[src/tsi_pkg.sv]
// tsi_pkg: widths, types and helpers shared by the trapezoid strip integral unit.
// Used by tsi_cfg_regs, tsi_div_pair and trapezoid_strip_integral_unit.
// No dependencies.
package tsi_pkg;

	localparam int DATA_WIDTH = 32;
	localparam int FRAC_BITS  = 16;
	localparam int REG_W      = DATA_WIDTH - 1;
	localparam int IDX_W      = 2;
	localparam int DEN_W      = REG_W;
	localparam int Q_W        = REG_W;
	localparam int NUM_W      = DEN_W + Q_W;
	localparam int WID_W      = DATA_WIDTH;
	localparam int FLAT_W     = REG_W + WID_W - FRAC_BITS;
	localparam int SUM_W      = FLAT_W + 1;
	localparam int SIDE_W     = 3 * REG_W + 4;
	localparam int RPAD_W     = SIDE_W - REG_W - FLAT_W;

	localparam logic [REG_W-1:0] REG_RESET = REG_W'(1) << FRAC_BITS;
	localparam logic signed [DATA_WIDTH-1:0] SMAX_D = {1'b0, {(DATA_WIDTH-1){1'b1}}};
	localparam logic signed [DATA_WIDTH-1:0] SMIN_D = {1'b1, {(DATA_WIDTH-1){1'b0}}};

	typedef enum logic [IDX_W-1:0] {
		REG_STRIP_WIDTH = 2'd0,
		REG_PIXEL_SIZE  = 2'd1,
		REG_NORM_GAIN   = 2'd2
	} reg_idx_t;

	typedef logic [REG_W-1:0]  reg_t;
	typedef logic [NUM_W-1:0]  num_t;
	typedef logic [DEN_W-1:0]  den_t;
	typedef logic [Q_W-1:0]    quo_t;
	typedef logic [SIDE_W-1:0] side_t;

	typedef struct packed {
		reg_t strip_width;
		reg_t pixel_size;
		reg_t norm_gain;
	} cfg_t;

	typedef struct packed {
		reg_t brk;
		reg_t dmx;
		reg_t peak;
		logic neg_a;
		logic ovf_a;
		logic neg_b;
		logic ovf_b;
	} edge_side_t;

	typedef struct packed {
		logic [RPAD_W-1:0] pad;
		reg_t              peak;
		logic [FLAT_W-1:0] flat;
	} ramp_side_t;

	// one restoring step: remainder in the top DEN_W bits, quotient shifts in at the bottom
	function automatic num_t div_step(input num_t w, input den_t d);
		logic [DEN_W:0] t;
		logic           qb;
		t  = w[NUM_W-1:NUM_W-DEN_W-1];
		qb = 1'b0;
		if (t >= {1'b0, d}) begin
			t  = t - {1'b0, d};
			qb = 1'b1;
		end
		return {t[DEN_W-1:0], w[NUM_W-DEN_W-2:0], qb};
	endfunction

endpackage

[src/tsi_cfg_regs.sv]
// tsi_cfg_regs: strip width, pixel size and norm gain registers.
// Depends on tsi_pkg.
module tsi_cfg_regs (
	input  logic                       clk,
	input  logic                       arst_n,
	input  logic                       cfg_we,
	input  logic [tsi_pkg::IDX_W-1:0]  cfg_index,
	input  tsi_pkg::reg_t              cfg_data,
	output tsi_pkg::cfg_t              cfg
);
	import tsi_pkg::*;

	cfg_t cfg_q;

	always_ff @(posedge clk or negedge arst_n) begin
		if (!arst_n) begin
			cfg_q.strip_width <= REG_RESET;
			cfg_q.pixel_size  <= REG_RESET;
			cfg_q.norm_gain   <= REG_RESET;
		end else if (cfg_we) begin
			unique case (reg_idx_t'(cfg_index))
				REG_STRIP_WIDTH: cfg_q.strip_width <= cfg_data;
				REG_PIXEL_SIZE:  cfg_q.pixel_size  <= cfg_data;
				REG_NORM_GAIN:   cfg_q.norm_gain   <= cfg_data;
				default: ;
			endcase
		end
	end

	assign cfg = cfg_q;

endmodule

[config.mk]
export PLATFORM = sky130hd
export DESIGN_NAME = tsi_cfg_regs
export DESIGN_NICKNAME = d
export VERILOG_FILES = /design/src/tsi_pkg.sv /design/src/tsi_cfg_regs.sv
export SDC_FILE = /design/constraint.sdc
export NUM_CORES = 1
export LEC_CHECK = 0
export BUFFER_PORTS_ARGS = -buffer_cell sky130_fd_sc_hd__buf_2
export CORE_ASPECT_RATIO = 1.1
export CORE_MARGIN = 2
export CORE_UTILIZATION = 44
export DETAILED_ROUTE_END_ITERATION = 12
export PLACE_DENSITY = 0.86
export SLEW_MARGIN = 20
export SYNTH_ARGS = -nofsm -noshare
export SYNTH_HDL_FRONTEND = slang
export SYNTH_SLANG_ARGS = --single-unit
[constraint.sdc]
create_clock -name clk -period 0.8 [get_ports clk]
set_input_delay 0.12 -clock clk [delete_from_list [all_inputs] [get_ports clk]]
set_output_delay 0.12 -clock clk [all_outputs]
set_load 0.005 [all_outputs]
==> results.cfg, run 1 <==
[run_status]
status = finished, violations left
failed_checks = negative setup slack

[yosys]
seq_area_frac_synth_pct = 67.40
synth.avg_cell_area_sq_um = 17.47
postSynthRegisterBits = 93
synth_edf_count = 0
yosysMostFrequentCell = mux2_2
syn_inst = 198
synth_ff_type = dfrtp_1
ys_types = 8
synth_top_cell_by_area = dfrtp_1
synth_fp_nets = 234
netlist_top_cells_area = dfrtp_1, mux2_2, dfstp_2
synth.top_cell.area_share_pct = 65.12
synthesis.area_sq_um = 3458
ys_warn_count = 0
synthTopCellsByCount = mux2_2, dfrtp_1, buf_2, buf_4, dfstp_2
async_reset_ff_share_pct = 100.0

[timing]
period_share_pct = 137.4
drv_slew = 0
setup_slack_ns = -0.2989
slew_headroom_pct = 81.59
skew_ns = 0
hold_violations = 0
setup_viol = 134
rsz0062_at_grt = yes
min_period_ns = 1.099
fmax_mhz = 910.0
worst_pin_slew_ns = 0.2762

[setup_path]
worstPathCellList = buf_2
crit_slowest_cell = dfstp_2
rr_worst_depth = 2
reg2reg_slack_ns = -0.10
startpoint = cfg[78]$_DFFE_PN1P_
rr_endpoint = cfg[76]$_DFFE_PN0P_
crit_fanout = 2
cp.depth = 1
cp.arrival_ns = 0.98
worstSetupEndpointType = primary output
startpoint_type = flop
r2r-start = cfg[76]$_DFFE_PN0P_
cp_num_buf_inv = 1
critical_path_required_ns = 0.68
crit_type = flop to primary output
slowest_delay_ns = 0.54
cp_top_family = flip-flops

[pwr]
ir_drop_mv = 1.340
combPwrFrac_pct = 24.8
p_per_area_nw_per_um2 = 2459
p_leak_nw = 2.547
p_int_mw = 9.494
clkPwrFrac_pct = 26.7
switching_power_mw = 3.079
netSwitchingFraction_pct = 24.49
pwr-share-seq_pct = 48.5

[clock_tree]
cts_max_level = 3
cts_buffers = 9
clock-sinks = 93
clkTransAtPathRegs_ns = 0.09
clock_path_buffers = 2
clock-root-buffer = clkbuf_8
cts_tree = yes
clk_latency_ns = 0.34

[detailed_routing]
totalWireLength_mm = 8.318
vias_per_cell = 4.785
drc = 0
vias = 2297
dr.pass1.iters = 4
drt-initial-drc-count = 36
wire_per_inst_um = 17.33
drtAntennaViolNets = 0

[global_routing]
grt_util_met3_pct = 4.437
grtUsageTotal_pct = 18.59
grt-busiest-layer = met2
grt_pass1_vias = 2498
grt_first_pass_wirelength_mm = 12.39
grt_max_degree = 31
grt_overflow = 0
use_met2_pct = 32.50
antenna_found_initial = 0
gr-usage-met1_pct = 22.15

[floorplanning]
die_area_sq_um = 8586
initial_core_util_pct = 45.77
die_x_um = 88.53
io_pins = 129
core_area_sq_um = 7556
die_y_um = 96.98
num_rows = 33

[layout]
nNetsFinal = 406
diodes = 0
final_cells = 480
drive_above_1_share_pct = 74.40
syn_to_final_growth_pct = 47.83
largest_reg_flops = 93

[min_path]
whs_endpoint = cfg[69]$_DFFE_PN0P_
hp-start = cfg_data[7]
hp-class = input port to flop
worstHoldPathCells = 2

[placement]
dp.cells = 433
pre_cts_ws_ns = -0.4315
place_congestion = 0.7130
place_hpwl_mm = 5.154
io_buffers = 128

[run]
maxCapViolations = 0
-- power by group through the flow --
| stage | clock, mW | sequential (mW) | combinational (mW) |
|---|---|---|---|
| floorplan | 0 | 6.19 | 0.906 |
| global placement | 0 | 6.07 | 2.27 |
| detailed placement | 0 | 6.13 | 2.36 |
| CTS | 3.46 | 6.04 | 2.77 |
| global route | 3.67 | 6.20 | 3.39 |
| finish | 3.36 | 6.09 | 3.12 |
-- kinds of logic (layout without fill, tap and decap cells) --
kind of cell | count (synthesis) | in the layout | share of synthesized area [%]
buffers and inverters | 9 | 186 | 1.520
and+or+nand+nor | 3 | 3 | 0.7958
muxes | 93 | 93 | 30.28
DFF | 93 | 93 | 67.40
-- how the worst max path moves through the flow --
| stage | slack, ns | to |
|---|---|---|
| detailed placement | -0.43 | cfg[62]$_DFFE_PN0P_ |
| CTS | -0.32 | cfg[47] |
| finish | -0.30 | cfg[78] |
| floorplan | -0.19 | cfg[62]$_DFFE_PN0P_ |
| global route | -0.34 | cfg[78] |
| global placement | -0.40 | cfg[75]$_DFFE_PN0P_ |
-- stage by stage --
step                      TNS, ns  power, mW  util [%]  hold slack (ns)  cell area [sq um]
final                      -18.79      12.57     67.66          0.02724               5112
after global routing       -23.39      13.26     67.66          0.01354               5112
after CTS                  -19.56      12.27     64.32          0.01158               4860
after detailed placement   -34.94      8.491     57.66          0.01294               4357
after global placement     -33.05      8.344     57.66          0.01483               4357
after floorplan            -12.96      7.098         -          -0.1756               3502
-- layer usage --
metal	wire [um]	up-vias
met5	0	-
met4	88	0
met3	404	10
met2	4539	72
met1	3286	1169
li1	-	1046
-- area by class of cell --
| type | count | area, sq um |
|---|---|---|
| fill | 539 | 2444 |
| clock inverter | 4 | 72.57 |
| clock buffer | 12 | 145.1 |
| multi-input combinational | 96 | 1220 |
| timing repair buffer | 170 | 1212 |
| tap | 105 | 131.4 |
| sequential | 93 | 2331 |
-- layout by cell type (no fill, tap or decap), types with 2 or more instances in the layout --
master	synthesis	layout
buf_2	6	122
dfrtp_1	90	90
mux2_2	91	55
mux2_4	0	37
buf_6	0	23
buf_4	3	13
clkbuf_8	0	10
buf_12	0	7
dfstp_2	3	3
nand3b_1	2	2
clkbuf_1	0	2
bufinv_16	0	2
buf_16	0	2
-- repair_timing --
action                                 in CTS  in global routing
pin swaps                                   0                  1
hold buffers                                1                  0
resized for setup                          27                 40
setup endpoints to repair                 125                152
endpoints found under the hold margin      91                  0
cloned                                      2                  1
setup buffers                              17                 11
Power figures use the tool's default switching activity.
==> inputs of run 2 (changes only) <==
- BUFFER_PORTS_ARGS: -buffer_cell sky130_fd_sc_hd__buf_2 -> default
- CORE_UTILIZATION: 44 -> 56
- DONT_BUFFER_PORTS: default -> 1
- PLACE_DENSITY: 0.86 -> 0.85
==> results.cfg, run 2 (synthesis results as in run 1) <==
[run_status]
status = finished, violations left
failed_checks = negative hold slack, negative setup slack

[floorplanning]
die_x_um = 78.93
initial_core_util_pct = 56.87
die_y_um = 86.42
io_pins = 129
die_area_sq_um = 6821
num_rows = 30
core_area_sq_um = 6081

[timing]
skew_ns = 0
drv_slew = 0
slew_headroom_pct = 83.93
min_period_ns = 1.041
setup_slack_ns = -0.2405
rsz0062_at_grt = yes
hold_ws_ns = -0.5429
fin_setup_tns_ns = -15.91
setup_viol = 116
fmax_mhz = 961.1
hold_violations = 93
period_share_pct = 130.1
worst_pin_slew_ns = 0.2408

[setup_path]
worstSetupEndpointType = primary output
crit_fanout = 2
critical_path_required_ns = 0.68
startpoint_type = flop
cp.arrival_ns = 0.92
rr_worst_depth = 2
crit_type = flop to primary output
cp.depth = 0

[layout]
nNetsFinal = 344
stdcell_area_sq_um = 4999
diodes = 0
drive_above_1_share_pct = 60.38
largest_reg_flops = 93
syn_to_final_growth_pct = 44.54
layout_commonest_cell = dfrtp_1
layout_common_cells = dfrtp_1, buf_6, mux2_2, dlygate4sd3_1, mux2_4
final_cells = 393
num-fill-cells = 298
utilization_pct = 82.20

[detailed_routing]
drc = 0
totalWireLength_mm = 8.592
drtAntennaViolNets = 0
drt-initial-drc-count = 89
wire_per_inst_um = 21.86
vias = 2115
vias_per_cell = 5.382
dr.pass1.iters = 4

[clock_tree]
cts_buffers = 9
ctsHoldBuffers = 31
clk_latency_ns = 0.34
clkTransAtPathRegs_ns = 0.09
cts_max_level = 3
clock-sinks = 93
clock_path_buffers = 2
clock-root-buffer = clkbuf_8
cts_tree = yes

[placement]
pre_cts_ws_ns = -0.2851
io_buffers = 0
place_congestion = 0.6620
dpl-instance-area_sq_um = 4038
dp.cells = 334
place_hpwl_mm = 4.345

[pwr]
p_leak_nw = 2.310
ir_drop_mv = 1.921
p_total_mw = 12.53
p_per_area_nw_per_um2 = 2506

[min_path]
hp-class = input port to async pin

[global_routing]
antenna_found_initial = 0
grt_overflow = 0
grt_pass1_vias = 2237
grt_max_degree = 94
grt_first_pass_wirelength_mm = 12.36
grtUsageTotal_pct = 24.95

[run]
maxCapViolations = 0
run 2: cell count changes in the layout (fill, tap and decap cells not counted), sizes merged:
cell         previous run  this run
inv                     0         1
clkinvlp                1         2
buf                   168        77
dlygate4sd3             1        31
clkbuf                 13        11
bufinv                  2         1
run 2: cell type report:
cell class                 instances  area, sq um  share of cell area (%)
sequential                        93         2331                   46.63
clock buffer                      11        141.4                   2.829
multi-input combinational         96         1175                   23.50
tap                               80        100.1                   2.003
clock inverter                     5        58.81                   1.176
timing repair buffer             108         1192                   23.85
run 2: where the power goes:
group | switching (mW) | total [mW] | internal (mW) | leakage [nW]
Clock | 1.62 | 3.16 | 1.54 | 0.0959
Combinational | 0.835 | 3.02 | 2.19 | 1.12
Sequential | 0.733 | 6.35 | 5.62 | 1.10
Total | 3.19 | 12.5 | 9.34 | 2.31
run 2: path summary, 6_finish.rpt:
path | start | endpoint | slack [ns]
worst max register to register | cfg[14]$_DFFE_PN0P_ | cfg[14]$_DFFE_PN0P_ | -0.14
worst min-delay path | arst_n | cfg[85]$_DFFE_PN0P_ | -0.54
worst min register to register | cfg[30]$_DFFE_PN0P_ | cfg[30]$_DFFE_PN0P_ | 0.53
max in group asynchronous | arst_n | cfg[47]$_DFFE_PN1P_ | 1.11
min in group clk | cfg_index[1] | cfg[91]$_DFFE_PN0P_ | 0.23
worst max-delay path | cfg[78]$_DFFE_PN1P_ | cfg[78] | -0.24
run 2: what timing repair did:
action                                 CTS  global route
setup endpoints to repair               94           134
endpoints found under the hold margin  186            93
buffers inserted                         6             6
resized for setup                       67            29
run 2: layer usage:
metal	part of all wire [%]	GRT usage, %
met1	38	29.69
met2	52	43.59
met3	6.7	5.833
met4	2.7	10.97
met5	0	0
==> inputs of run 3 (changes only) <==
==> constraint.sdc (replaced) <==
create_clock -name clk -period 0.8 [get_ports clk]
set_input_delay 0.12 -clock clk [delete_from_list [all_inputs] [get_ports clk]]
set_output_delay 0.12 -clock clk [all_outputs]
set_load 0.01 [all_outputs]
==> results.cfg, run 3 (synthesis results as in run 1) <==
[timing]
setup_slack_ns = -0.2589
hold_ws_ns = -0.5533
worst_pin_slew_ns = 0.2501
drv_slew = 0
rsz0062_at_grt = yes
min_period_ns = 1.059
skew_ns = 0
period_share_pct = 132.4
hold_violations = 93
fin_setup_tns_ns = -24.95
slew_headroom_pct = 83.31
fmax_mhz = 944.4
setup_viol = 146

[layout]
layout_common_cells = buf_6, dfrtp_1, mux2_2, mux2_4, dlygate4sd3_1
nNetsFinal = 397
num-fill-cells = 173
layout_commonest_cell = buf_6
final_cells = 446
drive_above_1_share_pct = 65.85
syn_to_final_growth_pct = 63.49
diodes = 0
largest_reg_flops = 93

[setup_path]
crit_fanout = 2
crit_slowest_cell = dfrtp_1
cp_num_buf_inv = 1
cp_top_family = flip-flops
worstPathCellList = buf_6
startpoint_type = flop
critical_path_required_ns = 0.68
slowest_delay_ns = 0.44
worstSetupEndpointType = primary output
crit_type = flop to primary output
cp.arrival_ns = 0.94

[placement]
pre_cts_ws_ns = -0.3079
io_buffers = 0
place_hpwl_mm = 4.773
dp.cells = 362
place_congestion = 0.7132

[floorplanning]
io_pins = 129
num_rows = 30
initial_core_util_pct = 56.87
die_area_sq_um = 6821
core_area_sq_um = 6081
die_x_um = 78.93
die_y_um = 86.42

[pwr]
p_total_mw = 14.74
p_per_area_nw_per_um2 = 2606
p_leak_nw = 2.694
ir_drop_mv = 2.199

[global_routing]
antenna_found_initial = 0
grt_max_degree = 94
grtUsageTotal_pct = 29.62
grt_overflow = 0
grt_first_pass_wirelength_mm = 14.59
grt_pass1_vias = 2496

[clock_tree]
clock_path_buffers = 2
ctsHoldBuffers = 31
clk_latency_ns = 0.36
cts_buffers = 9
clock-root-buffer = clkbuf_8
clkTransAtPathRegs_ns = 0.09
clock-sinks = 93
cts_max_level = 3
cts_tree = yes

[detailed_routing]
drtAntennaViolNets = 0
totalWireLength_mm = 11.16
vias = 2430
drt-initial-drc-count = 161
drc = 0
vias_per_cell = 5.448
dr.pass1.iters = 4
wire_per_inst_um = 25.03

[run_status]
failed_checks = negative hold slack, negative setup slack
status = finished, violations left

[run]
maxCapViolations = 0

[min_path]
hp-class = input port to async pin
==> run 3: layer usage <==
metal	wire length (um)	track usage (%)
met3	600	5.625
met1	4357	35.51
met2	5945	52.53
met4	258	12.85
met5	0	0
==> run 3: area by class of cell <==
cell class              instances  area, sq um  area share, %
flip-flops and latches         93         2331          41.23
repair buffers                161         1767          31.25
multi-input cells              96         1231          21.77
clock buffers                  11        141.4          2.501
well taps                      80        100.1          1.770
clock inverters                 5        83.83          1.483
==> run 3: final timing paths <==
path	from	endpoint	slack, ns	depth (start not counted)
max reg2reg	cfg[75]$_DFFE_PN0P_	cfg[75]$_DFFE_PN0P_	-0.15	2
min reg2reg	cfg[57]$_DFFE_PN0P_	cfg[57]$_DFFE_PN0P_	0.54	1
min	arst_n	cfg[53]$_DFFE_PN0P_	-0.55	0
max in group asynchronous	arst_n	cfg[47]$_DFFE_PN1P_	1.15	0
max	cfg[41]$_DFFE_PN0P_	cfg[41]	-0.26	1
min in group clk	cfg_index[1]	cfg[76]$_DFFE_PN0P_	0.22	3
==> run 3: through the flow <==
stage               cell area (sq um)  utilization [%]
floorplan                        3502                -
global placement                 4248            69.86
detailed placement               4248            69.86
CTS                              5301            87.18
global route                     5654            92.98
finish                           5654            92.98
==> run 3: where the power goes <==
group	internal [mW]	switching (mW)	total, mW
Combinational	3.15	1.54	4.69
Sequential	5.62	0.866	6.48
Clock	1.85	1.71	3.56
==> run 3: repair_timing <==
action / 4_1_cts / 5_1_grt
gates resized for setup: 102 / 56
endpoints found under the setup margin: 94 / 141
buffers inserted: 18 / 19
endpoints found under the hold margin: 186 / 93
